File: config.mk
export PLATFORM = sky130hd
export DESIGN_NAME = s2x_rule
export DESIGN_NICKNAME = d
export VERILOG_FILES = /design/src/design/s2x_pkg.sv /design/src/design/s2x_rule.sv
export SDC_FILE = /design/constraint.sdc
export NUM_CORES = 1
export LEC_CHECK = 0
export BUFFER_PORTS_ARGS = -buffer_cell sky130_fd_sc_hd__buf_2
export CAP_MARGIN = 10
export CELL_PAD_IN_SITES_DETAIL_PLACEMENT = 0
export CELL_PAD_IN_SITES_GLOBAL_PLACEMENT = 1
export CORE_UTILIZATION = 26
export DETAILED_ROUTE_END_ITERATION = 6
export PLACE_DENSITY = 0.89
export SYNTH_ARGS = -nofsm -noshare
export SYNTH_HDL_FRONTEND = slang
export SYNTH_SLANG_ARGS = --single-unit
File: constraint.sdc
create_clock -name vclk -period 2.07
set_input_delay 0.414 -clock vclk [all_inputs]
set_output_delay 0.414 -clock vclk [all_outputs]
set_load 0.05 [all_outputs]
File: src/design/s2x_pkg.sv
// ----------------------------------------------------------------------------
// Scale2x upscaler package
// Shared widths, register indexes and the types passed between the blocks.
// ----------------------------------------------------------------------------
`default_nettype none

package s2x_pkg;

    localparam int MAX_WIDTH  = 1024;
    localparam int PIXEL_BITS = 32;
    localparam int COL_W      = $clog2(MAX_WIDTH);
    localparam int ROW_W      = 12;
    localparam int FW_W       = 11;
    localparam int FH_W       = 12;
    localparam int PB_W       = 3;
    localparam int CFG_IDX_W  = 2;
    localparam int CFG_DATA_W = 12;

    localparam logic [CFG_IDX_W-1:0] REG_FRAME_WIDTH  = 2'd0;
    localparam logic [CFG_IDX_W-1:0] REG_FRAME_HEIGHT = 2'd1;
    localparam logic [CFG_IDX_W-1:0] REG_PIXEL_BYTES  = 2'd2;

    typedef logic [PIXEL_BITS-1:0] pixel_t;

    // neighbors of one source pixel: above, left, center, right, below
    typedef struct packed {
        pixel_t b;
        pixel_t d;
        pixel_t e;
        pixel_t f;
        pixel_t h;
    } nbr_t;

    typedef struct packed {
        pixel_t tl;
        pixel_t tr;
        pixel_t bl;
        pixel_t br;
    } quad_t;

    // sliding window around the current column
    typedef struct packed {
        pixel_t up_left;   // previous row, column x-1
        pixel_t up_mid;    // previous row, column x
        pixel_t up_right;  // previous row, column x+1
        pixel_t up_far;    // two rows up, column x
        pixel_t left1;     // current row, column x-1
        pixel_t left2;     // current row, column x-2
    } win_t;

    typedef struct packed {
        logic [COL_W-1:0] col;
        logic [ROW_W-1:0] row;
        logic             last_col;
        logic             last_row;
    } pos_t;

    typedef struct packed {
        quad_t            pix;
        logic [COL_W-1:0] col;
        logic [ROW_W-1:0] row;
        logic             run_last;
        logic             frame_end;
    } result_t;

endpackage

`default_nettype wire

File: src/design/s2x_rule.sv
// ----------------------------------------------------------------------------
// Scale2x block rule
// Builds the 2x2 output block of one source pixel from its four neighbors.
// ----------------------------------------------------------------------------
`default_nettype none

module s2x_rule (
    input  s2x_pkg::nbr_t  nbr,
    output s2x_pkg::quad_t quad
);
    import s2x_pkg::*;

    always_comb
    begin
        quad.tl = (nbr.d == nbr.b && nbr.b != nbr.f && nbr.d != nbr.h) ? nbr.d : nbr.e;
        quad.tr = (nbr.b == nbr.f && nbr.b != nbr.d && nbr.f != nbr.h) ? nbr.f : nbr.e;
        quad.bl = (nbr.d == nbr.h && nbr.d != nbr.b && nbr.h != nbr.f) ? nbr.d : nbr.e;
        quad.br = (nbr.h == nbr.f && nbr.d != nbr.h && nbr.b != nbr.f) ? nbr.f : nbr.e;
    end

endmodule

`default_nettype wire

Word-level counts from Yosys, hierarchy flattened
Index checks and enable logic that the tools add are counted. W data, S select, Z words.

Register bits: 0. Input bits: 160. Output and inout port bits: 128. Word-level logic and storage cells: 22.

Eq/ne operators: 10. Muxes and demuxes: 4. Reduce and logical (&&, ||, !) cells: 8.

Operator list (count): $ne A32 B32 Y1 (6); $eq A32 B32 Y1 (4); $mux W32 (4); $logic_and A1 B1 Y1 (8).

Depth between registers and ports, before layout
Gate-level depths: netlist (run 1).

Word-level depth: 4. Mapped depth: 7. Mapped depth without buffers: 6.

Worst setup path after synthesis (run 1)
Ideal clock, no wire load.

Path kind: input to output. Start: in nbr[34] (netlist bit). End: out quad[75] (netlist bit). Arrival time: 1.922 ns. Data required time: 1.656 ns. Slack: -0.266 ns. Stages on the path: 7. Path buffers: 1. Cell sequence: xnor2_1 nand4_1 nor4_2 nand2_1 nand4_2 buf_6 mux2_2.

RTL lines: start, declared (RTL line s2x_rule.sv:8) `input s2x_pkg::nbr_t nbr,`; end, declared (RTL line s2x_rule.sv:9) `output s2x_pkg::quad_t quad`.

==> results.toml, run 1 <==
[run_status]
status = "complete, but fails checks"
violations = "setup timing"

[logic_synthesis]
avgSynthCellArea_um2 = 10.8
synth.top_cell.area_share_pct = 40.4
synth_top_family_by_area = "multiplexers"
synth_compound_area_share_pct = 0
synth_fa_ha_area_share_pct = 0
synth-simple-area-share_pct = 10.9
netlist_instances = 316
yosysTopAreaCell = "mux2_4"
synth_common_cells = "128 x xnor2_1, 92 x mux2_4, 36 x mux2_2, 32 x nand4_1, 12 x buf_6"
synth_area_leaders = "mux2_4 40%, xnor2_1 33%, mux2_2 12%"
yosys.cell_types.count = 9
netlist_area_um2 = 3420
ys_seq_area_share_pct = 0
synth_xor_area_share_pct = 32.8
yosysWarnings = 0
syn_nets = 476
muxShareOfSynthArea_pct = 52.3
synth_most_common_cell = "xnor2_1"

[job]
maxCapViolCount = 0

[sta]
finalHoldViolCount = 0
finalSetupViolCount = 128
slew_viol_final = 0
clock.fmax_mhz = 349
period_share_pct = 138
setup_ws_ps = -796
max-slew-margin-rel_pct = 79.7
period_needed_ps = 2870
rsz0062_at_grt = "yes"
finalSetupTns_ps = -91460
tightest_slew_ps = 302

[die]
initial_core_util_pct = 26.9
ios = 288
rows = 41
die_w_um = 117
dieArea_um2 = 13600
core-area_um2 = 12700
fp.dieH_um = 117

[detailed_routing]
drtIter0Drc = 102
detail-route-antenna-nets = 0
dr.pass1.iters = 4
vias_per_cell = 4.70
vias = 4126
wire_per_inst_um = 20.0
wl_mm = 17.5
drc_errors = 0

[pwr]
total_power_mw = 1.83
seqPwrFrac_pct = 0
clockPowerShare_pct = 0
p_sw_mw = 0.976
leakage_nw = 3.90
p_comb_share_pct = 100.0
ir_drop_uv = 133
p_per_area_nw_per_um2 = 247
p_int_mw = 0.859
power_switching_share_pct = 53.2

[grt]
grt_overflow = 0
antenna_found_initial = 0
grt_pass1_vias = 4328
grt_usage_pct = 23.0
grt_max_degree = 18
grt_pass1_wl_mm = 23.2

[setup_path]
endpoint_kind = "output pin"
critical_path_class = "in -> out"
cp.required_ps = 1660
setup.worst_path.start_class = "primary input"
cp_max_fo = 5
cp.arrival_ps = 2450

[layout]
insertedDiodeCount = 0
drive_gt1_share_pct = 82.0
area_growth_pct = 117
fin_nets = 867
nFlopsAndLatches = 0
regArea_um2 = 0
num-clock-buffers = 0

[placement]
hpwl_mm = 13.1
io_buffers = 288
place.gp.congestion = 0.840

[hold_path]
min_path_type = "in -> out"
[per-layer routing]
layer | vias up | track usage, % | share of wire [%]
met3 | 27 | 3.06 | 6.3
li1 | 1947 | - | -
met5 | - | 0 | 0
met2 | 205 | 45.0 | 53
met4 | 0 | 5.49 | 2.2
met1 | 1947 | 25.9 | 38
[cell type report]
cell class / instances / area, um^2
fill: 1056 / 5300
tap: 172 / 215
timing repair buffer: 401 / 3450
multi-input combinational: 304 / 3760
[cells by family (layout without fill, tap and decap cells)]
kind of cell,count (synthesis),count (layout)
xor+xnor,128,128
buf+inv,12,401
mux,128,128
simple gates,48,48
[metrics by stage]
stage                     hold WS [ps]  cell area, um^2  instances  worst slack, ps  util, %
final                             1230             7430        877             -796     58.4
after global routing              1240             7430        877             -860     58.4
after CTS                         1220             7150        877             -772     56.2
after detailed placement          1310             5930        859            -1000     46.6
after global placement            1310             5930        859             -954     46.6
after floorplan                   1050             3520        316             -223        -
[what timing repair did]
action                                 in CTS  in global routing
gates resized for setup                   275                 80
setup endpoints to repair                 128                128
setup buffers                              16                  4
endpoints found under the hold margin       0                  0
pin swaps                                  15                 20
hold buffers                                0                  0
gates cloned                                3                  3
[worst paths after layout]
check	from	to	slack [ps]	cells past startpoint
max	nbr[18]	quad[6]	-800	11
min	nbr[79]	quad[111]	1230	3
[cells in the final DEF, fill, tap and decap left out, drive strengths merged]
cell      n
clkbuf    3
xnor2   128
nand4    36
nand2     4
mux2    128
buf     398
nor4      8
[critical path, cell delays in order]
cell and delay [ps]:
buf_8 100, buf_6 110, xnor2_2 170, nand4_1 160, nor4_4 380, buf_4 190, nand4_4 140, buf_6 170
clkbuf_16 160, mux2_4 300, buf_6 150
[power groups by stage]
stage          combinational, mW  sequential [mW]  clock [mW]
5_1_grt                     1.91                0           0
3_5_place_dp                1.51                0           0
3_3_place_gp                1.50                0           0
6_report                    1.83                0           0
4_1_cts                     1.75                0           0
2_1_floorplan              0.928                0           0
(Power assumes the default switching activity.)
==> run 2, diff against run 1 <==
--- a/config.mk
+++ b/config.mk
@@ -9,7 +9,7 @@
 export CAP_MARGIN = 10
 export CELL_PAD_IN_SITES_DETAIL_PLACEMENT = 0
 export CELL_PAD_IN_SITES_GLOBAL_PLACEMENT = 1
-export CORE_UTILIZATION = 26
+export CORE_UTILIZATION = 28
 export DETAILED_ROUTE_END_ITERATION = 6
 export PLACE_DENSITY = 0.89
 export SYNTH_ARGS = -nofsm -noshare
==> constraint.sdc (replaced) <==
create_clock -name vclk -period 3
set_input_delay 0.6 -clock vclk [all_inputs]
set_output_delay 0.6 -clock vclk [all_outputs]
set_load 0.05 [all_outputs]
==> results.toml, run 2 (synthesis results as in run 1) <==
[layout]
num-clock-buffers = 0
fin_nets = 838
multi_input_area_um2 = 3830
regArea_um2 = 0
nFillCells = 897
final_cell_mix = "142 x buf_2, 125 x buf_6, 116 x mux2_4"
drive_gt1_share_pct = 83.1
fin_util_pct = 63.3
design_area_um2 = 7380
area_growth_pct = 116
layout_commonest_cell = "buf_2"
nFlopsAndLatches = 0
insertedDiodeCount = 0

[die]
fp.dieH_um = 112
ios = 288
die_w_um = 112
core-area_um2 = 11700
rows = 39
initial_core_util_pct = 29.3
dieArea_um2 = 12600

[pwr]
p_per_area_nw_per_um2 = 173
p_int_mw = 0.593
power_switching_share_pct = 53.6
clockPowerShare_pct = 0
ir_drop_uv = 120
seqPwrFrac_pct = 0
p_sw_mw = 0.685
leakage_nw = 3.81
p_comb_share_pct = 100.0

[hold_path]
hold_start = "nbr[46]"
min_path_type = "in -> out"
hold_end = "quad[78]"
hold_depth = 3

[sta]
clock.fmax_mhz = 313
finalSetupViolCount = 128
period_share_pct = 107
tightest_slew_ps = 300
rsz0062_at_grt = "yes"
setup_ws_ps = -199
finalHoldViolCount = 0
max-slew-margin-rel_pct = 79.9
period_needed_ps = 3200
slew_viol_final = 0

[placement]
place.gp.congestion = 0.847
hpwl_mm = 12.9
placed_area_um2 = 5520
io_buffers = 288

[detailed_routing]
vias_per_cell = 5.01
dr.pass1.iters = 4
drc_errors = 0
detail-route-antenna-nets = 0
wire_per_inst_um = 21.8
vias = 4100
drtIter0Drc = 179
wl_mm = 17.9

[grt]
grt_pass1_wl_mm = 25.5
grt_overflow = 0
antenna_found_initial = 0
grt_max_degree = 17
grt_usage_pct = 26.3
grt_pass1_vias = 4530

[setup_path]
crit_path_start = "nbr[116]"
cp.required_ps = 2400
cp_max_fo = 8
cp.arrival_ps = 2600
setup.worst_path.start_class = "primary input"
critical_path_class = "in -> out"
endpoint_kind = "output pin"

[run_status]
violations = "setup timing"
status = "complete, but fails checks"

[job]
maxCapViolCount = 0
-- run 2: critical path, cell delays in order --
cell and delay [ps]:
buf_2 150, xnor2_1 200, nand4_1 130, nor4_2 320, buf_4 170, nand2_2 90, nand4_4 150, buf_6 150
buf_16 160, mux2_4 320, buf_8 150
-- run 2: power by group through the flow --
stage	Sequential, mW	Clock, mW	Combinational, mW
finish	0	0	1.28
global route	0	0	1.32
CTS	0	0	1.20
detailed placement	0	0	1.01
global placement	0	0	0.999
floorplan	0	0	0.628
-- run 2: worst max-delay path by stage --
stage,to,cells past startpoint
6_report,quad[52],11
5_1_grt,quad[79],10
4_1_cts,quad[98],12
3_5_place_dp,quad[98],10
3_3_place_gp,quad[104],10
2_1_floorplan,quad[75],7
-- run 2: repair_timing --
| item | in CTS | in global routing |
|---|---|---|
| endpoints found under the setup margin | 128 | 128 |
| hold endpoints to repair | 0 | 0 |
| resized for setup | 345 | 92 |
| pin swaps | 18 | 28 |
| hold buffers | 0 | 0 |
| setup buffers | 12 | 2 |
| gates cloned | 6 | 2 |
-- run 2: area by class of cell --
type                       count  share of cell area (%)
multi-input combinational    304                    51.9
timing repair buffer         372                    45.7
tap                          143                    2.42
-- run 2: per-layer routing --
metal | global-route usage (%) | vias up | part of all wire (%)
li1 | - | 1883 | -
met4 | 5.78 | 0 | 3.2
met5 | 0 | - | 0
met1 | 29.7 | 1958 | 38
met3 | 3.02 | 41 | 5.5
met2 | 52.4 | 218 | 53
-- run 2: metrics by stage --
| step | setup slack [ps] | power [mW] | setup TNS (ps) | hold slack [ps] | std cells |
|---|---|---|---|---|---|
| global placement | -312 | 0.999 | -31340 | 1680 | 804 |
| global route | -259 | 1.32 | -25980 | 1580 | 819 |
| detailed placement | -306 | 1.01 | -32720 | 1680 | 804 |
| floorplan | 292 | 0.628 | 0 | 1420 | 316 |
| finish | -199 | 1.28 | -18010 | 1590 | 819 |
| CTS | -207 | 1.20 | -18580 | 1580 | 819 |
